[src/hw/rtl/pbae_pkg.sv]
package pbae_pkg;

    localparam int EMF_W   = 24;
    localparam int CORD_W  = 27;
    localparam int PROD_W  = 43;
    localparam int TMP_W   = 28;

    localparam logic [15:0] CORDIC_GAIN_INV = 16'd39797;
    localparam logic [6:0]  WEAK_RATIO      = 7'd100;

    typedef logic signed [EMF_W-1:0]  emf_t;
    typedef logic signed [CORD_W-1:0] cord_t;
    typedef logic signed [PROD_W-1:0] prod_t;

    localparam logic [2:0] CFG_RES   = 3'd0;
    localparam logic [2:0] CFG_IND   = 3'd1;
    localparam logic [2:0] CFG_FILT  = 3'd2;
    localparam logic [2:0] CFG_SPEED = 3'd3;
    localparam logic [2:0] CFG_ANGLE = 3'd4;
    localparam logic [2:0] CFG_POS   = 3'd5;
    localparam logic [2:0] CFG_NEG   = 3'd6;
    localparam int         CFG_NUM   = 7;

    function automatic emf_t sat_emf(input prod_t v);
        prod_t hi;
        prod_t lo;
        hi = prod_t'((44'sd1 <<< (EMF_W - 1)) - 44'sd1);
        lo = -hi - prod_t'(1);
        if (v > hi) begin
            return emf_t'(hi);
        end else if (v < lo) begin
            return emf_t'(lo);
        end
        return emf_t'(v);
    endfunction

    function automatic logic signed [17:0] atan_turn(input logic [3:0] i);
        logic signed [17:0] r;
        unique case (i)
            4'd0: r = 18'sd8192;
            4'd1: r = 18'sd4836;
            4'd2: r = 18'sd2555;
            4'd3: r = 18'sd1297;
            4'd4: r = 18'sd651;
            4'd5: r = 18'sd326;
            4'd6: r = 18'sd163;
            4'd7: r = 18'sd81;
            4'd8: r = 18'sd41;
            4'd9: r = 18'sd20;
            4'd10: r = 18'sd10;
            4'd11: r = 18'sd5;
            4'd12: r = 18'sd3;
            4'd13: r = 18'sd1;
            4'd14: r = 18'sd1;
            default: r = 18'sd0;
        endcase
        return r;
    endfunction

endpackage

[src/hw/rtl/pll_back_emf_angle_estimator_unit.sv]
// channel | direction | beat contents
// s_      | in        | alpha/beta currents, alpha/beta voltages, bus voltage
// m_      | out       | estimated angle, raw angle, speed, goodness
// cfg_    | in        | register index and 16-bit data, always ready
// the shared 1-bit-per-cycle multiplier (ten products), the 16-step cordic and the
// 16-step divider set a sample's time; the divider is skipped when lock fails or the
// d magnitude is at least twice the q magnitude
// s_ready is high only while no sample is in work; a waiting result does not block it
// reset clears the fsm, filters, angle and cfg; a stalled result holds until taken
module pll_back_emf_angle_estimator_unit (
    input  logic               aclk,
    input  logic               aresetn,
    input  logic               s_valid,
    output logic               s_ready,
    input  logic signed [15:0] s_current_alpha,
    input  logic signed [15:0] s_current_beta,
    input  logic signed [15:0] s_voltage_alpha,
    input  logic signed [15:0] s_voltage_beta,
    input  logic [14:0]        s_bus_voltage,
    output logic               m_valid,
    input  logic               m_ready,
    output logic [15:0]        m_estimated_angle,
    output logic [15:0]        m_raw_angle_out,
    output logic signed [23:0] m_speed_estimate,
    output logic signed [15:0] m_goodness,
    input  logic               cfg_valid,
    output logic               cfg_ready,
    input  logic [2:0]         cfg_addr,
    input  logic [15:0]        cfg_data
);
    import pbae_pkg::*;

    localparam logic [3:0] ST_IDLE   = 4'd0;
    localparam logic [3:0] ST_LOAD   = 4'd1;
    localparam logic [3:0] ST_MUL    = 4'd2;
    localparam logic [3:0] ST_POST   = 4'd3;
    localparam logic [3:0] ST_CINIT  = 4'd4;
    localparam logic [3:0] ST_CORDIC = 4'd5;
    localparam logic [3:0] ST_DIVI   = 4'd6;
    localparam logic [3:0] ST_DIV    = 4'd7;
    localparam logic [3:0] ST_OUT    = 4'd8;

    localparam logic [3:0] OP_RIA = 4'd0;
    localparam logic [3:0] OP_LIA = 4'd1;
    localparam logic [3:0] OP_RIB = 4'd2;
    localparam logic [3:0] OP_LIB = 4'd3;
    localparam logic [3:0] OP_GX  = 4'd4;
    localparam logic [3:0] OP_GY  = 4'd5;
    localparam logic [3:0] OP_FD  = 4'd6;
    localparam logic [3:0] OP_FQ  = 4'd7;
    localparam logic [3:0] OP_SPD = 4'd8;
    localparam logic [3:0] OP_ANG = 4'd9;

    logic [3:0]  state_reg, state_next;
    logic [3:0]  op_reg, op_next;
    logic [3:0]  cnt_reg, cnt_next;
    logic [15:0] cfg_reg [CFG_NUM];

    logic signed [15:0] ia_reg, ia_next, ib_reg, ib_next;
    logic signed [15:0] va_reg, va_next, vb_reg, vb_next;
    logic [14:0]        vbus_reg, vbus_next;
    logic signed [15:0] pa_reg, pa_next, pb_reg, pb_next;
    logic signed [TMP_W-1:0] tmp_reg, tmp_next;
    cord_t              x_reg, x_next, y_reg, y_next;
    logic signed [17:0] z_reg, z_next;
    emf_t               d_reg, d_next, q_reg, q_next;
    emf_t               fd_reg, fd_next, fq_reg, fq_next;
    emf_t               speed_reg, speed_next;
    logic [15:0]        raw_reg, raw_next;
    cord_t              ma_reg, ma_next;
    logic [15:0]        mb_reg, mb_next;
    prod_t              acc_reg, acc_next;
    logic [25:0]        rem_reg, rem_next;
    logic [15:0]        quo_reg, quo_next;
    logic [15:0]        good_reg, good_next;

    logic               m_valid_reg, m_valid_next;
    logic [15:0]        m_est_reg, m_est_next, m_raw_reg, m_raw_next;
    emf_t               m_speed_reg, m_speed_next;
    logic [15:0]        m_good_reg, m_good_next;

    cord_t              a_sel;
    logic [15:0]        b_sel;
    logic signed [24:0] adj;
    logic [23:0]        absd, absq;
    logic               lock_ok;
    logic signed [15:0] z16;
    cord_t              sx, sy;
    logic               ge;
    logic [15:0]        qf;
    logic               spd_pos;

    assign s_ready   = (state_reg == ST_IDLE);
    assign cfg_ready = 1'b1;
    assign m_valid           = m_valid_reg;
    assign m_estimated_angle = m_est_reg;
    assign m_raw_angle_out   = m_raw_reg;
    assign m_speed_estimate  = m_speed_reg;
    assign m_goodness        = m_good_reg;

    always_comb begin
        adj = (fq_reg > 0) ? 25'(fq_reg) - 25'(fd_reg) : 25'(fq_reg) + 25'(fd_reg);
        unique case (op_reg)
            OP_RIA: begin a_sel = cord_t'(ia_reg); b_sel = cfg_reg[CFG_RES]; end
            OP_LIA: begin
                a_sel = cord_t'(17'(ia_reg) - 17'(pa_reg));
                b_sel = cfg_reg[CFG_IND];
            end
            OP_RIB: begin a_sel = cord_t'(ib_reg); b_sel = cfg_reg[CFG_RES]; end
            OP_LIB: begin
                a_sel = cord_t'(17'(ib_reg) - 17'(pb_reg));
                b_sel = cfg_reg[CFG_IND];
            end
            OP_GX: begin a_sel = x_reg; b_sel = CORDIC_GAIN_INV; end
            OP_GY: begin a_sel = y_reg; b_sel = CORDIC_GAIN_INV; end
            OP_FD: begin
                a_sel = cord_t'(25'(d_reg) - 25'(fd_reg));
                b_sel = cfg_reg[CFG_FILT];
            end
            OP_FQ: begin
                a_sel = cord_t'(25'(q_reg) - 25'(fq_reg));
                b_sel = cfg_reg[CFG_FILT];
            end
            OP_SPD: begin
                a_sel = cord_t'(adj);
                b_sel = cfg_reg[CFG_SPEED];
            end
            OP_ANG: begin a_sel = cord_t'(speed_reg); b_sel = cfg_reg[CFG_ANGLE]; end
            default: begin a_sel = '0; b_sel = '0; end
        endcase
    end

    always_comb begin
        absd    = fd_reg[23] ? 24'(-25'(fd_reg)) : 24'(fd_reg);
        absq    = fq_reg[23] ? 24'(-25'(fq_reg)) : 24'(fq_reg);
        lock_ok = (31'(absq) * 31'(WEAK_RATIO) > 31'(vbus_reg)) && (absq != '0);
        z16     = signed'(16'(16'd0 - raw_reg));
        sx      = x_reg >>> cnt_reg;
        sy      = y_reg >>> cnt_reg;
        ge      = rem_reg >= 26'(absq);
        qf      = {quo_reg[14:0], ge};
        spd_pos = !speed_reg[23] && (speed_reg != '0);
    end

    always_comb begin
        state_next = state_reg;
        op_next    = op_reg;
        cnt_next   = cnt_reg;
        ia_next = ia_reg; ib_next = ib_reg; va_next = va_reg; vb_next = vb_reg;
        vbus_next = vbus_reg;
        pa_next = pa_reg; pb_next = pb_reg;
        tmp_next = tmp_reg;
        x_next = x_reg; y_next = y_reg; z_next = z_reg;
        d_next = d_reg; q_next = q_reg; fd_next = fd_reg; fq_next = fq_reg;
        speed_next = speed_reg;
        raw_next = raw_reg;
        ma_next = ma_reg; mb_next = mb_reg; acc_next = acc_reg;
        rem_next = rem_reg; quo_next = quo_reg; good_next = good_reg;
        m_valid_next = m_valid_reg && !m_ready;
        m_est_next = m_est_reg; m_raw_next = m_raw_reg;
        m_speed_next = m_speed_reg; m_good_next = m_good_reg;

        unique case (state_reg)
            ST_IDLE: begin
                if (s_valid) begin
                    ia_next   = s_current_alpha;
                    ib_next   = s_current_beta;
                    va_next   = s_voltage_alpha;
                    vb_next   = s_voltage_beta;
                    vbus_next = s_bus_voltage;
                    op_next   = OP_RIA;
                    state_next = ST_LOAD;
                end
            end
            ST_LOAD: begin
                ma_next  = a_sel;
                mb_next  = b_sel;
                acc_next = '0;
                cnt_next = '0;
                state_next = ST_MUL;
            end
            ST_MUL: begin
                acc_next = (acc_reg <<< 1) + (mb_reg[15] ? prod_t'(ma_reg) : prod_t'(0));
                mb_next  = {mb_reg[14:0], 1'b0};
                cnt_next = cnt_reg + 4'd1;
                if (cnt_reg == 4'd15) begin
                    state_next = ST_POST;
                end
            end
            ST_POST: begin
                op_next    = op_reg + 4'd1;
                state_next = ST_LOAD;
                unique case (op_reg)
                    OP_RIA: tmp_next = TMP_W'(va_reg) - TMP_W'(acc_reg >>> 8);
                    OP_LIA: x_next = cord_t'(sat_emf(prod_t'(tmp_reg) - (acc_reg >>> 8)));
                    OP_RIB: tmp_next = TMP_W'(vb_reg) - TMP_W'(acc_reg >>> 8);
                    OP_LIB: begin
                        y_next = cord_t'(sat_emf(prod_t'(tmp_reg) - (acc_reg >>> 8)));
                        pa_next = ia_reg;
                        pb_next = ib_reg;
                        state_next = ST_CINIT;
                    end
                    OP_GX: d_next = sat_emf(acc_reg >>> 16);
                    OP_GY: q_next = sat_emf(acc_reg >>> 16);
                    OP_FD: fd_next = sat_emf(prod_t'(fd_reg) + (acc_reg >>> 16));
                    OP_FQ: fq_next = sat_emf(prod_t'(fq_reg) + (acc_reg >>> 16));
                    OP_SPD: speed_next = sat_emf(acc_reg >>> 8);
                    OP_ANG: begin
                        raw_next = raw_reg + acc_reg[31:16];
                        state_next = ST_DIVI;
                    end
                    default: state_next = ST_IDLE;
                endcase
            end
            ST_CINIT: begin
                cnt_next = '0;
                if (z16 >= 16'sd16384) begin
                    x_next = -x_reg;
                    y_next = -y_reg;
                    z_next = 18'(z16) - 18'sd32768;
                end else if (z16 < -16'sd16384) begin
                    x_next = -x_reg;
                    y_next = -y_reg;
                    z_next = 18'(z16) + 18'sd32768;
                end else begin
                    z_next = 18'(z16);
                end
                state_next = ST_CORDIC;
            end
            ST_CORDIC: begin
                if (!z_reg[17]) begin
                    x_next = x_reg - sy;
                    y_next = y_reg + sx;
                    z_next = z_reg - atan_turn(cnt_reg);
                end else begin
                    x_next = x_reg + sy;
                    y_next = y_reg - sx;
                    z_next = z_reg + atan_turn(cnt_reg);
                end
                cnt_next = cnt_reg + 4'd1;
                if (cnt_reg == 4'd15) begin
                    op_next    = OP_GX;
                    state_next = ST_LOAD;
                end
            end
            ST_DIVI: begin
                cnt_next = '0;
                rem_next = 26'(absd);
                quo_next = '0;
                if (!lock_ok) begin
                    good_next  = '0;
                    state_next = ST_OUT;
                end else if (25'(absd) >= {absq, 1'b0}) begin
                    good_next  = 16'h8000;
                    state_next = ST_OUT;
                end else begin
                    state_next = ST_DIV;
                end
            end
            ST_DIV: begin
                rem_next = 26'((rem_reg - (ge ? 26'(absq) : 26'd0)) << 1);
                quo_next = qf;
                cnt_next = cnt_reg + 4'd1;
                if (cnt_reg == 4'd15) begin
                    good_next  = (qf == '0) ? 16'h7fff : 16'(17'h08000 - 17'(qf));
                    state_next = ST_OUT;
                end
            end
            ST_OUT: begin
                if (!m_valid_reg || m_ready) begin
                    m_valid_next = 1'b1;
                    m_est_next   = raw_reg + (spd_pos ? cfg_reg[CFG_POS] : cfg_reg[CFG_NEG]);
                    m_raw_next   = raw_reg;
                    m_speed_next = speed_reg;
                    m_good_next  = good_reg;
                    state_next   = ST_IDLE;
                end
            end
            default: state_next = ST_IDLE;
        endcase
    end

    always_ff @(posedge aclk) begin
        if (!aresetn) begin
            state_reg   <= ST_IDLE;
            op_reg      <= OP_RIA;
            cnt_reg     <= '0;
            m_valid_reg <= 1'b0;
            pa_reg <= '0; pb_reg <= '0;
            fd_reg <= '0; fq_reg <= '0;
            raw_reg <= '0;
            for (int i = 0; i < CFG_NUM; i++) begin
                cfg_reg[i] <= '0;
            end
        end else begin
            state_reg   <= state_next;
            op_reg      <= op_next;
            cnt_reg     <= cnt_next;
            m_valid_reg <= m_valid_next;
            pa_reg <= pa_next; pb_reg <= pb_next;
            fd_reg <= fd_next; fq_reg <= fq_next;
            raw_reg <= raw_next;
            if (cfg_valid && (int'(cfg_addr) < CFG_NUM)) begin
                cfg_reg[cfg_addr] <= cfg_data;
            end
        end
    end

    always_ff @(posedge aclk) begin
        ia_reg <= ia_next; ib_reg <= ib_next; va_reg <= va_next; vb_reg <= vb_next;
        vbus_reg <= vbus_next;
        tmp_reg <= tmp_next;
        x_reg <= x_next; y_reg <= y_next; z_reg <= z_next;
        d_reg <= d_next; q_reg <= q_next;
        speed_reg <= speed_next;
        ma_reg <= ma_next; mb_reg <= mb_next; acc_reg <= acc_next;
        rem_reg <= rem_next; quo_reg <= quo_next; good_reg <= good_next;
        m_est_reg <= m_est_next; m_raw_reg <= m_raw_next;
        m_speed_reg <= m_speed_next; m_good_reg <= m_good_next;
    end

    a_busy_after_beat: assert property (@(posedge aclk) disable iff (!aresetn)
        (s_valid && s_ready) |=> !s_ready)
        else $error("input taken while a sample is in work");

    a_result_from_out: assert property (@(posedge aclk) disable iff (!aresetn)
        $rose(m_valid) |-> $past(state_reg == ST_OUT))
        else $error("result raised outside the output step");

    a_cordic_to_gain: assert property (@(posedge aclk) disable iff (!aresetn)
        (state_reg == ST_CORDIC && cnt_reg == 4'd15) |=>
            (state_reg == ST_LOAD && op_reg == OP_GX))
        else $error("cordic did not hand over to gain correction");

endmodule
[config.mk]
export PLATFORM = sky130hd
export DESIGN_NAME = pll_back_emf_angle_estimator_unit
export DESIGN_NICKNAME = d
export VERILOG_FILES = /design/src/hw/rtl/pbae_pkg.sv /design/src/hw/rtl/pll_back_emf_angle_estimator_unit.sv
export SDC_FILE = /design/constraint.sdc
export NUM_CORES = 2
export LEC_CHECK = 0
export BUFFER_PORTS_ARGS = -buffer_cell sky130_fd_sc_hd__buf_4
export CORE_ASPECT_RATIO = 1.5
export CORE_UTILIZATION = 58
export CTS_CLUSTER_SIZE = 30
export DETAILED_ROUTE_END_ITERATION = 6
export PLACE_DENSITY = 0.81
export SLEW_MARGIN = 10
export SYNTH_ARGS = -nofsm -noshare
export SYNTH_HDL_FRONTEND = slang
export SYNTH_SLANG_ARGS = --single-unit
[constraint.sdc]
create_clock -name aclk -period 6.6 [get_ports aclk]
set_input_delay 0.33 -clock aclk [delete_from_list [all_inputs] [get_ports aclk]]
set_output_delay 0.33 -clock aclk [all_outputs]
set_load 0.02 [all_outputs]
# After elaboration in Yosys (flattened, before gate mapping)
# Memories as Yosys holds them, arrays and structs flattened. A register that Yosys moved wholly into a read port is not among the register bits.
# Index checks and enable logic that the tools add are counted.
# Widths: inputs -> output; s select.
dict set report classes {
  muxes 103
  reduce_logical 43
  magnitude_cmp 17
  eq_ne 27
  addsub 31
  n_shift 2
  mul 1
}
# cell n
set ops {}
lappend ops {{$mux 24} 20}
lappend ops {{$pmux 27 s10} 1}
lappend ops {{$mux 27} 8}
lappend ops {{$pmux 27 s3} 2}
lappend ops {{$mux 18} 7}
lappend ops {{$mux 16} 6}
lappend ops {{$pmux 16 s6} 1}
lappend ops {{$pmux 43 s2} 1}
lappend ops {{$sub 24x24->25} 3}
lappend ops {{$pmux 16 s2} 2}
lappend ops {{$add 24x27->28} 2}
lappend ops {{$gt 28x24->1 const B} 2}
lappend ops {{$lt 28x24->1 const B} 2}
lappend ops {{$pmux 28 s2} 1}
lappend ops {{$sub 16x28->28} 2}
lappend ops {{$add 27x27->27} 2}
lappend ops {{$neg 27->27} 2}
lappend ops {{$sshr 27x4->27} 2}
lappend ops {{$sub 27x27->27} 2}
lappend ops {{$mux 4} 13}
lappend ops {{$pmux 26 s2} 1}
lappend ops {{$neg 24->24} 2}
lappend ops {{$reduce_bool 24->1} 2}
lappend ops {{$add 43x43->43} 1}
lappend ops {{other kinds (57)} 137}
dict set report totals {
  inputBits 103
  word_cells 258
  n_memories 3
  ram_bits 112
  out_inout_bits 75
  regBits 575
  mem_bits_ro 448
}
# name depth width rd rd_ports_with_merged_regs write_ports line
set memory_table {}
lappend memory_table {{(name not given)} 16 14 1 1 0 pbae_pkg.sv:39} ;# unique case (i)
lappend memory_table {{(name not given)} 16 14 1 1 0 pbae_pkg.sv:39}
lappend memory_table {cfg_reg 7 16 7 0 7 pll_back_emf_angle_estimator_unit.sv:57} ;# logic [15:0] cfg_reg [CFG_NUM];

# Logic depth before layout (Yosys ltp)
dict set report logic_depth {
  ltp_word 9
  depth_mapped 33
  mapped_depth_nobuf 31
}

# Least setup slack after synthesis
# OpenSTA, ideal clock, no wires.
dict set report synth_path {
  kind {reg-to-reg}
  startpoint {reg fq_reg[23]}
  endpoint {reg good_reg[0] (enable)}
  n_path_buf 3
  arrival_time_ps 6666
  path_slack_ps -430
  required_time_ps 6236
  path_stages_with_launch 28
  synth_period_minus_slack_ps 7030
  setup_time_ps 364
  cell_sequence {dfxtp_1 -> clkbuf_1 -> clkbuf_1 -> clkbuf_1 -> o21ai_0 -> xnor2_1 -> inv_1 -> ha_1 -> ha_1 -> ha_1 -> xnor2_1 -> ha_1 -> nor2b_1 -> o21ai_0 -> a21oi_1 -> o41ai_1 -> xnor2_1 -> ha_1 -> nand4_1 -> a211oi_1 -> a2111oi_0 -> o211ai_1 -> nor4_1 -> o31ai_1 -> a2111o_1 -> nor4_1 -> o31ai_1 -> inv_1}
}
dict set report synth_via {
  elab_chain_cells 7
  elab_cells_between_ends 9
  cone_classes {add/sub (1); mul (1); order compare (2); eq/ne (1); mux (1); reduce/logical (3)}
}
# element line
set synth_lines {}
lappend synth_lines {{start: declaration} pll_back_emf_angle_estimator_unit.sv:67} ;# emf_t fd_reg, fd_next, fq_reg, fq_next;
lappend synth_lines {{start signal: assignment} pll_back_emf_angle_estimator_unit.sv:301} ;# fd_reg <= fd_next; fq_reg <= fq_next;
lappend synth_lines {{$neg 24->24} pll_back_emf_angle_estimator_unit.sv:135} ;# absq = fq_reg[23] ? 24'(-25'(fq_reg)) : 24'(fq_reg);
lappend synth_lines {{$mux 24 *} pll_back_emf_angle_estimator_unit.sv:135}
lappend synth_lines {{$mul 24x5->29} pll_back_emf_angle_estimator_unit.sv:136} ;# lock_ok = (31'(absq) * 31'(WEAK_RATIO) > 31'(vbus_reg)) && (absq != '0);
lappend synth_lines {{$gt 31x15->1} pll_back_emf_angle_estimator_unit.sv:136}
lappend synth_lines {{$logic_and 1x1->1} pll_back_emf_angle_estimator_unit.sv:136}
lappend synth_lines {{$ne 3x3->1 (no source line) *} -}
lappend synth_lines {{$reduce_and 3->1 (no source line) *} -}
lappend synth_lines {{end signal: assignment} pll_back_emf_angle_estimator_unit.sv:317} ;# rem_reg <= rem_next; quo_reg <= quo_next; good_reg <= good_next;
lappend synth_lines {{end: declaration} pll_back_emf_angle_estimator_unit.sv:75} ;# logic [15:0] good_reg, good_next;
# Mark *: on every way between the ends. The rest lies on a longest branch, timed or not.
# A chain may end at the register's enable or synchronous reset.

# Worst setup path in the final report
dict set report layout_path {
  startpoint {reg x_reg[12]}
  endpoint {reg y_reg[19], data pin}
}
dict set report layout_via {
  elab_chain_cells 4
  elab_cells_between_ends 5
  cone_classes {add/sub (2); shift (1); mux (2)}
}
# element line
set layout_lines {}
lappend layout_lines {{start: declaration} pll_back_emf_angle_estimator_unit.sv:64} ;# cord_t x_reg, x_next, y_reg, y_next;
lappend layout_lines {{start signal: assignment} pll_back_emf_angle_estimator_unit.sv:313} ;# x_reg <= x_next; y_reg <= y_next; z_reg <= z_next;
lappend layout_lines {{$sshr 27x4->27 *} pll_back_emf_angle_estimator_unit.sv:138} ;# sx = x_reg >>> cnt_reg;
lappend layout_lines {{$add 27x27->27 / $sub 27x27->27 (equally long branches)} {pll_back_emf_angle_estimator_unit.sv:233, pll_back_emf_angle_estimator_unit.sv:237}}
lappend layout_lines {{$mux 27 *} pll_back_emf_angle_estimator_unit.sv:231} ;# if (!z_reg[17]) begin
lappend layout_lines {{$pmux 27 s3 *} pll_back_emf_angle_estimator_unit.sv:163} ;# unique case (state_reg)
lappend layout_lines {{named net y_next[19]} pll_back_emf_angle_estimator_unit.sv:64}
lappend layout_lines {{end signal: assignment} pll_back_emf_angle_estimator_unit.sv:313}
lappend layout_lines {{end: declaration} pll_back_emf_angle_estimator_unit.sv:64}
# Mark *: on every way through the listed nets, which the timed path passes. The rest lies on a longest branch.

==> out/qor.txt <==
Run status -> finished with violations
Failing checks -> DRC
CTS sink count -> 701
Syn Nets -> 6848
Initial drt markers -> 5299
GRT overflow -> 0
Number of routed nets with antenna violations -> 0
Most common cell after layout, fill and taps aside -> nand2_1
Post-Layout Cell Count -> 7906
Clock root buffer -> clkbuf_16
Worst slew pin tran -> 1260 ps
Initial Util -> 58.7%
Most frequent cells in the layout -> 572 x nand2_1, 562 x edfxtp_1, 528 x ha_1, 519 x a21oi_1, 498 x nor2_1
Vias/cell -> 6.61
Num CTS Buffers -> 74
Nets@finish -> 7233
Static leakage -> 0.0269 uW
Pwr Density -> 199 mW/mm2
Clock Latency Late Sink -> 700 ps
Post-route DRC -> 14
CP max stage cell -> edfxtp_1
Async set-reset flop share out of synthesis -> 0%
Post-Place Cells -> 7657
CP top delay family -> compound AO/OA/AOI/OAI gates
Crit Path Category -> register to register
Crit path capture type -> register
Routed WL -> 203 mm
Synthesized netlist cell count -> 6182
Crit-path most repeated cell -> o21ai_0
Clk_skew -> 37.8 ps
Period minus WS final -> 6430 ps
Core area -> 0.0960 mm2
CP max FO -> 9
R2R cell count -> 22
Final setup vio count -> 0
Die Area -> 0.0984 mm2
Routability cong. -> 1.04
Die height -> 384 um
Warnings, synthesis -> 0
Worst Hold Class -> primary input to register
Rel. slew slack -> 15.9%
Synthesized area per cell -> 9.11 um2
Buf+Inv Stages, Crit Path -> 2
Final hold violations -> 0
EDFF count, synth -> 562
Largest area contributor in the netlist -> edfxtp_1
Initial antenna violation count -> 13
Vias in the first global route -> 51400
Dominant synthesized flop cell -> edfxtp_1
Worst vdd ir -> 0.000263 V
I/O Buffers -> 176
WL/cell -> 25.6 um
Levels on crit path -> 22
Post-synth top area share -> 30.0%
Worst hold margin -> 47.6 ps
Area grow syn2layout -> 14.4%
Detailed-router iteration count before antenna repair -> 7
Critical path's largest stage delay -> 670 ps
Crit path cell chain -> mux4_2, mux2_2, o21ai_0, ha_1, o21ai_0, nor4_1, nor2b_1, buf_4, nor2_1, xor2_1, ha_1, a21o_1, a21oi_1, o21ai_0, o21bai_1, buf_4, a221o_1, a31oi_1, xor2_1, nand2_1, o211ai_1, nand3_1
Hold Path Depth -> 4
Seq/Total Area, Yosys -> 34.9%
Critical Path RT -> 6980 ps
Largest register FFs -> 112
First-pass GRT wire length -> 303 mm
Worst Path Arrival -> 6810 ps
CTS tree -> yes
Max Cap Violations -> 0
Vias -> 52300
Die Span X -> 256 um
# IOs -> 178
Synth Register Bits -> 701
Cell variety after synth -> 95
Final worst path period share -> 97.4%
Slew Limit Fails -> 0
Fmax achieved -> 156 MHz
Htree depth -> 3
Clock buffer depth -> 3
Clk slew on worst S/H paths -> 60 ps
Mapped Area -> 0.0563 mm2
Site Rows -> 139
Layout cells sized above 1 -> 12.3%
GRT Resource Usage Total -> 40.5%
Largest cells by area after synthesis -> edfxtp_1 30%, ha_1 12%, xnor2_1 5.0%
Startpoint types -> register
DP HPWL -> 153 mm
Largest net degree at the start of global routing -> 72
## path summary, 6_finish.rpt
| kind | startpoint | endpoint | slack, ps |
|---|---|---|---|
| worst min register to register | good_reg[14] | m_goodness[14] | 420 |
| worst max-delay path | x_reg[12] | y_reg[19] | 170 |
| worst max register to register | x_reg[12] | y_reg[19] | 170 |
| worst min-delay path | m_ready | m_valid | 50 |
## timing repair
item                                    4_1_cts  5_1_grt
endpoints found under the setup margin       20       37
hold buffers                                 95        0
buffers inserted                              0        7
cloned                                        0        1
hold endpoints to repair                    110        0
resized for setup                            11       50
pin swaps                                     1       18
## final cells by class
type                    instances  area [um2]
multi-input cells            4819       34600
fillers                      7434       31500
flip-flops and latches        701       19700
repair buffers                577        4610
clock buffers                 100        2050
well taps                    1269        1590
inverters                     394        1480
clock inverters                35         483
diodes                         11        27.5
## power breakdown
group	switching, uW	internal [uW]
clock	1970	2540
sequential	272	5070
combinational	1830	1140
## worst reg2reg max path: stages, from the launching register on
cell and delay (ps):
edfxtp_1 670, mux4_2 580, mux2_2 330, o21ai_0 300, ha_1 220, o21ai_0 170
nor4_1 490, nor2b_1 190, buf_4 130, nor2_1 50, xor2_1 180, ha_1 320
a21o_1 170, a21oi_1 220, o21ai_0 340, o21bai_1 370, buf_4 210, a221o_1 380
a31oi_1 210, xor2_1 200, nand2_1 110, o211ai_1 160, nand3_1 120
## metal layers
layer / global-route usage (%) / up-vias / part of all wire [%]
met3: 7.97 / 942 / 9.1
met4: 37.2 / 20 / 11
met5: 0 / - / 0.074
li1: - / 23500 / -
met1: 43.6 / 24800 / 34
met2: 67.2 / 3027 / 46
## cell usage after synthesis, drive strengths merged, types with 16 or more instances
master / instances
a211o: 17
a211oi: 52
a21boi: 21
a21o: 194
a21oi: 522
a221oi: 45
a222oi: 32
a22oi: 52
a31oi: 63
and2: 86
and3: 55
buf: 35
clkbuf: 233
dfxtp: 139
edfxtp: 562
fa: 34
ha: 529
inv: 391
mux2: 54
mux2i: 61
mux4: 53
nand2: 572
nand2b: 76
nand3: 117
nand4: 41
nor2: 504
nor2b: 65
nor3: 141
nor4: 50
o211ai: 69
o21a: 56
o21ai: 313
o21bai: 47
o22ai: 23
o31ai: 46
o41ai: 16
or2: 26
or3: 52
or4: 23
xnor2: 324
xor2: 181
## stage by stage
step | utilization [%] | setup slack, ps | setup TNS, ps | cell area, um2 | power, uW
2_1_floorplan | - | 2.73 | 0 | 56400 | 7240
3_3_place_gp | 63.1 | -91.0 | -1240 | 60600 | 8150
3_5_place_dp | 63.1 | -241 | -3050 | 60600 | 8210
4_1_cts | 66.8 | 11.0 | 0 | 64100 | 12700
5_1_grt | 67.1 | -28.8 | -433 | 64400 | 13200
6_report | 67.2 | 173 | 0 | 64500 | 12800
## cells by family after synthesis
| kind of cell | count (synthesis) | share of synthesized area (%) |
|---|---|---|
| DFF | 701 | 34.9 |
| buffers and inverters | 662 | 4.47 |
| AOI/OAI and AO/OA | 1726 | 19.9 |
| xor gates and xnor gates | 506 | 7.90 |
| other | 1 | 0.00666 |
| adders and majority gates | 564 | 13.0 |
| and+or+nand+nor | 1854 | 15.5 |
| muxes | 168 | 4.28 |
Power figures use the tool's default switching activity.
